==> src/pgb_pkg.sv <==
// Package for the proportional glyph blitter: sizes, function and register codes,
// and the command/status structs between controller and datapath. No dependencies.
`default_nettype none
package pgb_pkg;

    localparam int FONT_BYTES     = 16384;
    localparam int SCREEN_ROWS    = 200;
    localparam int MAX_GLYPH_ROWS = 32;
    localparam int GLYPHS         = 256;

    localparam int BMP_AW = $clog2(FONT_BYTES);
    localparam int TBL_AW = $clog2(GLYPHS);

    // Function codes of an input request
    localparam logic [1:0] FN_LOAD_DESC = 2'd0;
    localparam logic [1:0] FN_LOAD_BYTE = 2'd1;
    localparam logic [1:0] FN_START     = 2'd2;
    localparam logic [1:0] FN_DRAW      = 2'd3;

    // Configuration register indices
    localparam logic [2:0] REG_GLYPH_HEIGHT = 3'd0;
    localparam logic [2:0] REG_ROW_STRIDE   = 3'd1;
    localparam logic [2:0] REG_INK_COLOR    = 3'd2;
    localparam logic [2:0] REG_WORD_SPACE   = 3'd3;
    localparam logic [2:0] REG_LETTER_SPACE = 3'd4;

    // Result kinds
    localparam logic KIND_ROW  = 1'b0;
    localparam logic KIND_DONE = 1'b1;

    // Controller to datapath commands
    typedef struct packed {
        logic       take;      // latch request, perform loads and pen start
        logic       desc_ld;   // capture descriptor, restart row walk
        logic [1:0] rd_sel;    // byte offset from row base to read
        logic [2:0] byte_ld;   // capture returned bitmap byte
        logic       row_emit;  // present row mask, step to next row
        logic       halt_set;  // stop at screen bottom
        logic       pen_adv;   // advance pen after glyph
        logic       done_emit; // present done result
    } t_cmd;

    // Datapath to controller status
    typedef struct packed {
        logic [1:0] func;
        logic       halted;
        logic       zero_w;
        logic       rows_done;
        logic       bottom;
        logic       out_free;
    } t_sts;

endpackage
`default_nettype wire

==> src/pgb_ctrl.sv <==
// Controller for the glyph blitter: sequences table lookup, row byte reads and result
// hand-off. Depends on pgb_pkg.
`default_nettype none
module pgb_ctrl (
    input  wire                 i_clk,
    input  wire                 i_rst_n,
    input  wire                 i_valid,
    output logic                o_stall,
    input  pgb_pkg::t_sts       i_sts,
    output pgb_pkg::t_cmd       o_cmd
);

    localparam logic [3:0] S_IDLE = 4'd0;
    localparam logic [3:0] S_TBL  = 4'd1;
    localparam logic [3:0] S_DESC = 4'd2;
    localparam logic [3:0] S_ZCHK = 4'd3;
    localparam logic [3:0] S_ROW  = 4'd4;
    localparam logic [3:0] S_RD1  = 4'd5;
    localparam logic [3:0] S_RD2  = 4'd6;
    localparam logic [3:0] S_RD3  = 4'd7;
    localparam logic [3:0] S_EMIT = 4'd8;
    localparam logic [3:0] S_DONE = 4'd9;

    logic [3:0] r_state;
    logic [3:0] n_state;

    // Next state and commands
    always_comb begin
        n_state = r_state;
        o_cmd   = '0;
        o_stall = 1'b1;
        unique case (r_state)
            S_IDLE: begin
                o_stall = 1'b0;
                if (i_valid) begin
                    o_cmd.take = 1'b1;
                    if (i_sts.func == pgb_pkg::FN_DRAW && !i_sts.halted) begin
                        n_state = S_TBL;
                    end else begin
                        n_state = S_DONE;
                    end
                end
            end
            S_TBL:  n_state = S_DESC;
            S_DESC: begin
                o_cmd.desc_ld = 1'b1;
                n_state = S_ZCHK;
            end
            S_ZCHK: begin
                if (i_sts.zero_w) begin
                    o_cmd.pen_adv = 1'b1;
                    n_state = S_DONE;
                end else begin
                    n_state = S_ROW;
                end
            end
            S_ROW: begin
                if (i_sts.rows_done) begin
                    o_cmd.pen_adv = 1'b1;
                    n_state = S_DONE;
                end else if (i_sts.bottom) begin
                    o_cmd.halt_set = 1'b1;
                    n_state = S_DONE;
                end else begin
                    o_cmd.rd_sel = 2'd0;
                    n_state = S_RD1;
                end
            end
            S_RD1: begin
                o_cmd.rd_sel  = 2'd1;
                o_cmd.byte_ld = 3'b001;
                n_state = S_RD2;
            end
            S_RD2: begin
                o_cmd.rd_sel  = 2'd2;
                o_cmd.byte_ld = 3'b010;
                n_state = S_RD3;
            end
            S_RD3: begin
                o_cmd.byte_ld = 3'b100;
                n_state = S_EMIT;
            end
            S_EMIT: begin
                if (i_sts.out_free) begin
                    o_cmd.row_emit = 1'b1;
                    n_state = S_ROW;
                end
            end
            S_DONE: begin
                if (i_sts.out_free) begin
                    o_cmd.done_emit = 1'b1;
                    n_state = S_IDLE;
                end
            end
            default: n_state = S_IDLE;
        endcase
    end

    // Hold state
    always_ff @(posedge i_clk) begin
        if (!i_rst_n) begin
            r_state <= S_IDLE;
        end else begin
            r_state <= n_state;
        end
    end

endmodule
`default_nettype wire

==> config.mk <==
export PLATFORM = sky130hd
export DESIGN_NAME = pgb_ctrl
export DESIGN_NICKNAME = d
export VERILOG_FILES = /design/src/pgb_pkg.sv /design/src/pgb_ctrl.sv
export SDC_FILE = /design/constraint.sdc
export NUM_CORES = 1
export LEC_CHECK = 0
export ABC_AREA = 1
export BUFFER_PORTS_ARGS = -buffer_cell sky130_fd_sc_hd__buf_2
export CAP_MARGIN = 25
export CORE_AREA = 5 5 42 44
export DETAILED_ROUTE_END_ITERATION = 8
export DIE_AREA = 0 0 47 49
export GPL_TIMING_DRIVEN = 0
export PLACE_DENSITY = 0.58
export SYNTH_ARGS = -nofsm -noshare
export SYNTH_HDL_FRONTEND = slang
export SYNTH_SLANG_ARGS = --single-unit
==> constraint.sdc <==
create_clock -name i_clk -period 1.2 [get_ports i_clk]
set_input_delay 0.06 -clock i_clk [delete_from_list [all_inputs] [get_ports i_clk]]
set_output_delay 0.06 -clock i_clk [all_outputs]
set_load 0.01 [all_outputs]
# After elaboration in Yosys (flattened, before gate mapping)
# Cells that the tools add are included.
[word_totals]
out_inout_bits = 12
in_bits = 10
regBits = 4
word_cells = 41
[classes]
eq_ne = 13
n_mux = 23
n_reduce_logical = 4
[op_table]
columns = ["op", "n"]
rows = [
  ["one-hot mux 4 bit (10 select lines)", 1],
  ["2-to-1 mux 4 bit", 7],
  ["equality test 4 x 3 -> 1 bit, second input constant", 4],
  ["2-to-1 mux 1 bit", 12],
  ["one-hot mux 3 bit (3 select lines)", 1],
  ["equality test 4 x 2 -> 1 bit, second input constant", 2],
  ["equality test 4 bit, second input constant", 2],
  ["inequality test 2 bit, second input constant", 3],
  ["equality test 4 x 1 -> 1 bit, second input constant", 1],
  ["zero test 4 bit", 1],
  ["one-hot mux 2 bit (2 select lines)", 1],
  ["AND reduction 3 bit", 1],
  ["equality test 2 bit, second input constant", 1],
  ["one-hot mux 1 bit (2 select lines)", 1],
  ["logical AND 1 bit", 1],
  ["zero test 1 bit", 1],
]

# Logic depth before layout (Yosys ltp)
# Gate-level depths: netlist (run 1).
[logic_depth]
word_depth = 5
mapped_depth = 8
ltp_nobuf = 7

# Least setup slack after synthesis (run 1)
# No wires, ideal clock.
[synth_path]
path_type = "reg2out"
from = "reg r_state[1]"
to = "out o_cmd[8] in the netlist's numbering"
stages_incl_launch_ff = 4
slack_ps = 90
path_buffers = 1
t_required_ps = 1140
arrival_time_ps = 1050
cell_sequence = "dfxtp_1 inv_2 nor3_1 buf_4"
[synth_rtl]
columns = ["item", "line_no", "text"]
rows = [
  ["start, declared", "pgb_ctrl.sv:24", "logic [3:0] r_state;"],
  ["start signal, assigned", "pgb_ctrl.sv:104", "r_state <= n_state;"],
  ["end, declared", "pgb_ctrl.sv:10", "output pgb_pkg::t_cmd o_cmd"],
]

==> metrics, run 1 <==
clock skew=0.0008421 ns; CTS tree=built; Largest Register=r_state; period utilization=100.3%; Via density=4.421; Pins Over Slew Limit=0; clock buffer count from CTS=3; Layout area overhead=68.05%; top cells by area, synth=dfxtp_1, inv_1, nor2_1, nand2_1, nand3_1; core area=1401 um^2; drt total wl=1090 um; Die W=47 um; Synth area leader=dfxtp_1; largest fanout on the critical path=6; starting density of the core=27.95%; final-layout fill cell count=147; worst hold path type=input port to flip-flop; synthesized flop and latch total=4; synth unique cells=20; Reg clk slew, reported paths=0.04 ns; total power=1.369 mW; minimum clock period=1.204 ns; post-route cell area=658.1 um^2; die height=49 um; largest registers=r_state (4); PD cells=2080 nW/um^2; largest net degree at the start of global routing=7; row count=14; f_max=830.5 MHz; GPL Wtd Cong=0.8148; hold buffers post-CTS=0; share of the synthesized area in the top cell type=20.45%; outcome=complete, but fails checks; post-DP HPWL=834.5 um; Post-Syn Area per Cell=5.759 um^2; vias in the first global route=461; RSZ-0062 raised after global routing=true; CP arrival=1.14 ns; clock sink count=4; Total Routing Usage GR=10.63%; worst slew pin tran=0.1983 ns; CTS Buffer Depth=2; violated checks=negative setup slack; final hold viol count=0; Routed Antenna Nets=0; worst skew pair latency=0.23 ns; critical path required time=1.14 ns; Max Cap Viol=0; initial antenna violation count=0; total gr overflow=0; first-pass GRT wire length=1869 um; Top Ports=22; Syn Inst Count=68; WL per Instance=9.561 um; 1st-iter DRT viols=3; Port Buffers=21; max_slew headroom=86.66%; 1st-pass router iterations=4; final net count=110; sequential share of the synthesized area=20.45%; Worst setup SP type=flip-flop; detailed-route via count=504; Syn Nets=78; kind of critical path=flip-flop to primary output; n_diodes=0; Largest register FFs=4; htree depth=1; worst setup slack after layout=-0.004116 ns; Root Buffer=clkbuf_4; IR Drop Worst-Case VDD=0.0009764 V; die footprint=2303 um^2; final setup fails=1; Leak Pwr=0.3602 nW; DP Area=516.7 um^2; Synth Warn #=0; synthesized cell area=391.6 um^2; layout cell share with drive strength beyond 1=62.24%; critical path endpoint category=primary output; DRC violations left=0
==> area by class of cell <==
class	instances	area, um^2	area share, %
buffer	1	7.507	1.141
clock buffer	3	22.52	3.422
inverter	17	73.82	11.22
multi-input combinational	45	281.5	42.78
sequential	4	92.59	14.07
tap	16	20.02	3.042
timing repair buffer	28	160.2	24.33
==> path summary, 6_finish.rpt <==
check                           slack [ns]    endpoint  cells past startpoint       start
worst min-delay path                  0.11  r_state[2]                      3     i_rst_n
worst min register to register        0.58  r_state[1]                      2  r_state[3]
worst max register to register        0.08  r_state[0]                      8  r_state[3]
worst max-delay path                -0.004    o_cmd[0]                      5  r_state[0]
==> report_power, final <==
group / leakage [nW] / internal [mW] / switching, mW / total (mW)
Sequential: 0.0353 / 0.212 / 0.111 / 0.324
Clock: 0.0138 / 0.112 / 0.0532 / 0.165
Combinational: 0.311 / 0.378 / 0.502 / 0.880
==> per-layer routing <==
metal | part of all wire (%) | up-vias | track usage (%)
met5 | 0 | - | 0
met4 | 0 | 0 | 5.069
met3 | 8.1 | 0 | 2.214
met2 | 48 | 15 | 14.48
met1 | 44 | 218 | 15.35
li1 | - | 271 | -
==> synthesized netlist by cell type (all sizes together) <==
cell type   n
inv        17
nor2       14
nand2      13
nand3       5
dfxtp       4
o21ai       4
nor3        3
a21oi       2
buf         2
nor4        2
nand4       1
o211ai      1
==> worst max-delay path: stages, from the launching register on <==
cell     delay (ns)
dfxtp_4        0.39
inv_4          0.04
nor2_2         0.10
inv_2          0.06
nor4_1         0.15
buf_2          0.17
==> cell families after synthesis <==
| logic type | synth area share, % |
|---|---|
| AO/OA/AOI/OAI | 12.46 |
| AND/OR/NAND/NOR | 46.01 |
| flip-flops | 20.45 |
| buffers and inverters | 21.09 |
==> timing repair <==
item	in CTS	in global routing
resized for setup	18	9
setup endpoints to repair	6	10
pin swaps	4	5
setup buffers	5	2
==> stage by stage <==
step | util (%) | worst slack, ns | instances | setup TNS (ns) | hold WS [ns]
3_5_place_dp | 36.88 | 0.05521 | 105 | 0 | 0.3469
6_report | 46.96 | -0.004116 | 114 | -0.004116 | 0.1139
2_1_floorplan | - | 0.08972 | 68 | 0 | 0.1744
5_1_grt | 46.96 | -0.07905 | 114 | -0.4123 | 0.1375
3_3_place_gp | 36.88 | 0.05356 | 105 | 0 | 0.3371
4_1_cts | 44.82 | -0.05142 | 113 | -0.1427 | 0.1066
==> placed cells by master (no fill, tap or decap) <==
cell,synthesis,layout
buf_2,0,20
inv_1,12,11
buf_4,1,9
nor2_1,11,8
nand2_2,3,6
nand2_1,10,6
nand3_1,5,5
nor2_2,2,3
inv_2,5,3
nor2_4,1,3
o21ai_2,2,3
clkbuf_4,0,3
dfxtp_4,0,3
inv_4,0,2
nor4_1,2,2
inv_6,0,1
nand2_4,0,1
nor3_4,0,1
nor3_1,3,1
nor3_2,0,1
a21oi_2,1,1
o21ai_0,1,1
nand4_1,1,1
o211ai_1,1,1
a21oi_1,1,1
dfxtp_2,0,1
No activity file was read; power rests on OpenSTA's default activity.
==> run 2: changes to the inputs <==
--- a/config.mk
+++ b/config.mk
@@ -6,6 +6,7 @@
 export NUM_CORES = 1
 export LEC_CHECK = 0
 export ABC_AREA = 1
+export ABC_CLOCK_PERIOD_IN_PS = 1530
 export BUFFER_PORTS_ARGS = -buffer_cell sky130_fd_sc_hd__buf_2
 export CAP_MARGIN = 25
 export CORE_AREA = 5 5 42 44
==> constraint.sdc (replaced) <==
create_clock -name i_clk -period 1.53 [get_ports i_clk]
set_input_delay 0.0765 -clock i_clk [delete_from_list [all_inputs] [get_ports i_clk]]
set_output_delay 0.0765 -clock i_clk [all_outputs]
set_load 0.01 [all_outputs]
==> metrics, run 2 (synthesis gave the netlist of run 1 again) <==
CP arrival=1.29 ns; largest net degree at the start of global routing=9; Via density=4.361; die height=49 um; initial antenna violation count=0; vias in the first global route=445; sequential cell area=80.08 um^2; core area=1401 um^2; worst skew pair latency=0.23 ns; Largest Register=r_state; multi-input logic area=229.0 um^2; hold path endpoint=r_state[0]; 1st-iter DRT viols=8; Worst path max stage delay=0.44 ns; row count=14; FF-to-FF End=r_state[3]; internal reg-to-reg setup slack=0.37 ns; post-route cell area=539.3 um^2; commonest non-fill, non-tap cells in the layout=buf_2, inv_1, nor2_1; CTS tree=built; Root Buffer=clkbuf_4; final-layout fill cell count=162; most common cell after layout, fill and taps aside=buf_2; Worst Reg2Reg Path Length in Cells=7; f_max=734.3 MHz; Max Cap Viol=0; clock buffer count from CTS=3; Port Buffers=21; critical path required time=1.45 ns; clock sink count=4; starting density of the core=27.95%; Routed Antenna Nets=0; RSZ-0062 raised after global routing=false; R2R Path Start=r_state[3]; GPL Wtd Cong=0.8148; largest fanout on the critical path=6; slowest stage cell on the critical path=dfxtp_1; DRT met1 WL=440 um; Worst setup SP type=flip-flop; met2 WL=456 um; Setup TNS=0 ns; post_cts resized=0; post-DP HPWL=834.5 um; metal3 WL=93 um; detailed-route via count=471; Leak Pwr=0.3145 nW; period utilization=89.00%; total gr overflow=0; drt total wl=990 um; n_diodes=0; final hold viol count=0; top layer in use=met3; die footprint=2303 um^2; worst hold path type=input port to flip-flop; final setup fails=0; Die W=47 um; crit path cell chain=nand2_2 -> nor2_2 -> inv_2 -> nor3_1 -> buf_2; minimum clock period=1.362 ns; Setup Fix Bufs, Post-CTS=0; Reg clk slew, reported paths=0.04 ns; critical path endpoint category=primary output; total power=0.8756 mW; Top Ports=22; largest registers=r_state (4); DRC violations left=0; hold buffers post-CTS=0; IR Drop Worst-Case VDD=0.0006577 V; CTS Buffer Depth=2; Min-Delay Path Depth=3; clock skew=0.0008203 ns; DP Area=516.7 um^2; outcome=finished clean; max_slew headroom=84.21%; 1st-pass router iterations=4; Total Routing Usage GR=9.705%; kind of critical path=flip-flop to primary output; WL per Instance=9.167 um; worst slew pin tran=0.2365 ns; Layout area overhead=37.70%; first-pass GRT wire length=1711 um; layout cell share with drive strength beyond 1=43.48%; Largest register FFs=4; Hold Startpoint=i_rst_n; final net count=104; htree depth=1; PD cells=1624 nW/um^2; Pins Over Slew Limit=0
run 2: changes by cell type in the layout (fill, tap and decap cells not counted), sizes merged:
cell  previous run  this run
buf             29        23
run 2: layout make-up:
| class | count | area share (%) |
|---|---|---|
| plain buffers | 2 | 3.480 |
| clock buffers | 3 | 4.176 |
| well taps | 16 | 3.712 |
| multi-input cells | 45 | 42.46 |
| flip-flops and latches | 4 | 14.85 |
| repair buffers | 21 | 19.49 |
| inverters | 17 | 11.83 |
run 2: worst max-delay path: cells and delay by family, from the launching register on:
family        cells  cell delay (ns)
simple gates      3             0.42
buf+inv           2             0.20
flops             1             0.44
run 2: per-layer routing:
metal | vias to the layer above | global-route usage (%)
met5 | - | 0
met4 | 0 | 6.912
met3 | 0 | 2.214
met2 | 17 | 12.44
met1 | 195 | 13.57
li1 | 259 | -
run 2: how the worst max path moves through the flow:
| stage | from | end | slack (ns) | cells after the start |
|---|---|---|---|---|
| after floorplan | r_state[1] | o_cmd[8] | 0.40 | 3 |
| after global routing | r_state[2] | o_cmd[1] | 0.05 | 5 |
| final | r_state[2] | o_cmd[2] | 0.17 | 5 |
| after CTS | r_state[2] | o_cmd[8] | 0.14 | 4 |
| after detailed placement | r_state[3] | r_state[3] | 0.39 | 7 |
| after global placement | r_state[3] | r_state[3] | 0.38 | 7 |
run 2: power by group:
group	total [mW]	internal, mW	switching [mW]
Sequential	0.195	0.145	0.0507
Clock	0.127	0.0875	0.0394
Combinational	0.553	0.213	0.341
run 2: per-stage QoR:
step                setup slack, ns  util [%]  cells  hold slack [ns]
floorplan                    0.4032         -     68           0.2074
global placement             0.3836     36.88    105           0.3536
detailed placement           0.3852     36.88    105           0.3634
CTS                          0.1441     38.48    108           0.1232
global route                0.04919     38.48    108           0.1508
finish                       0.1682     38.48    108           0.1296
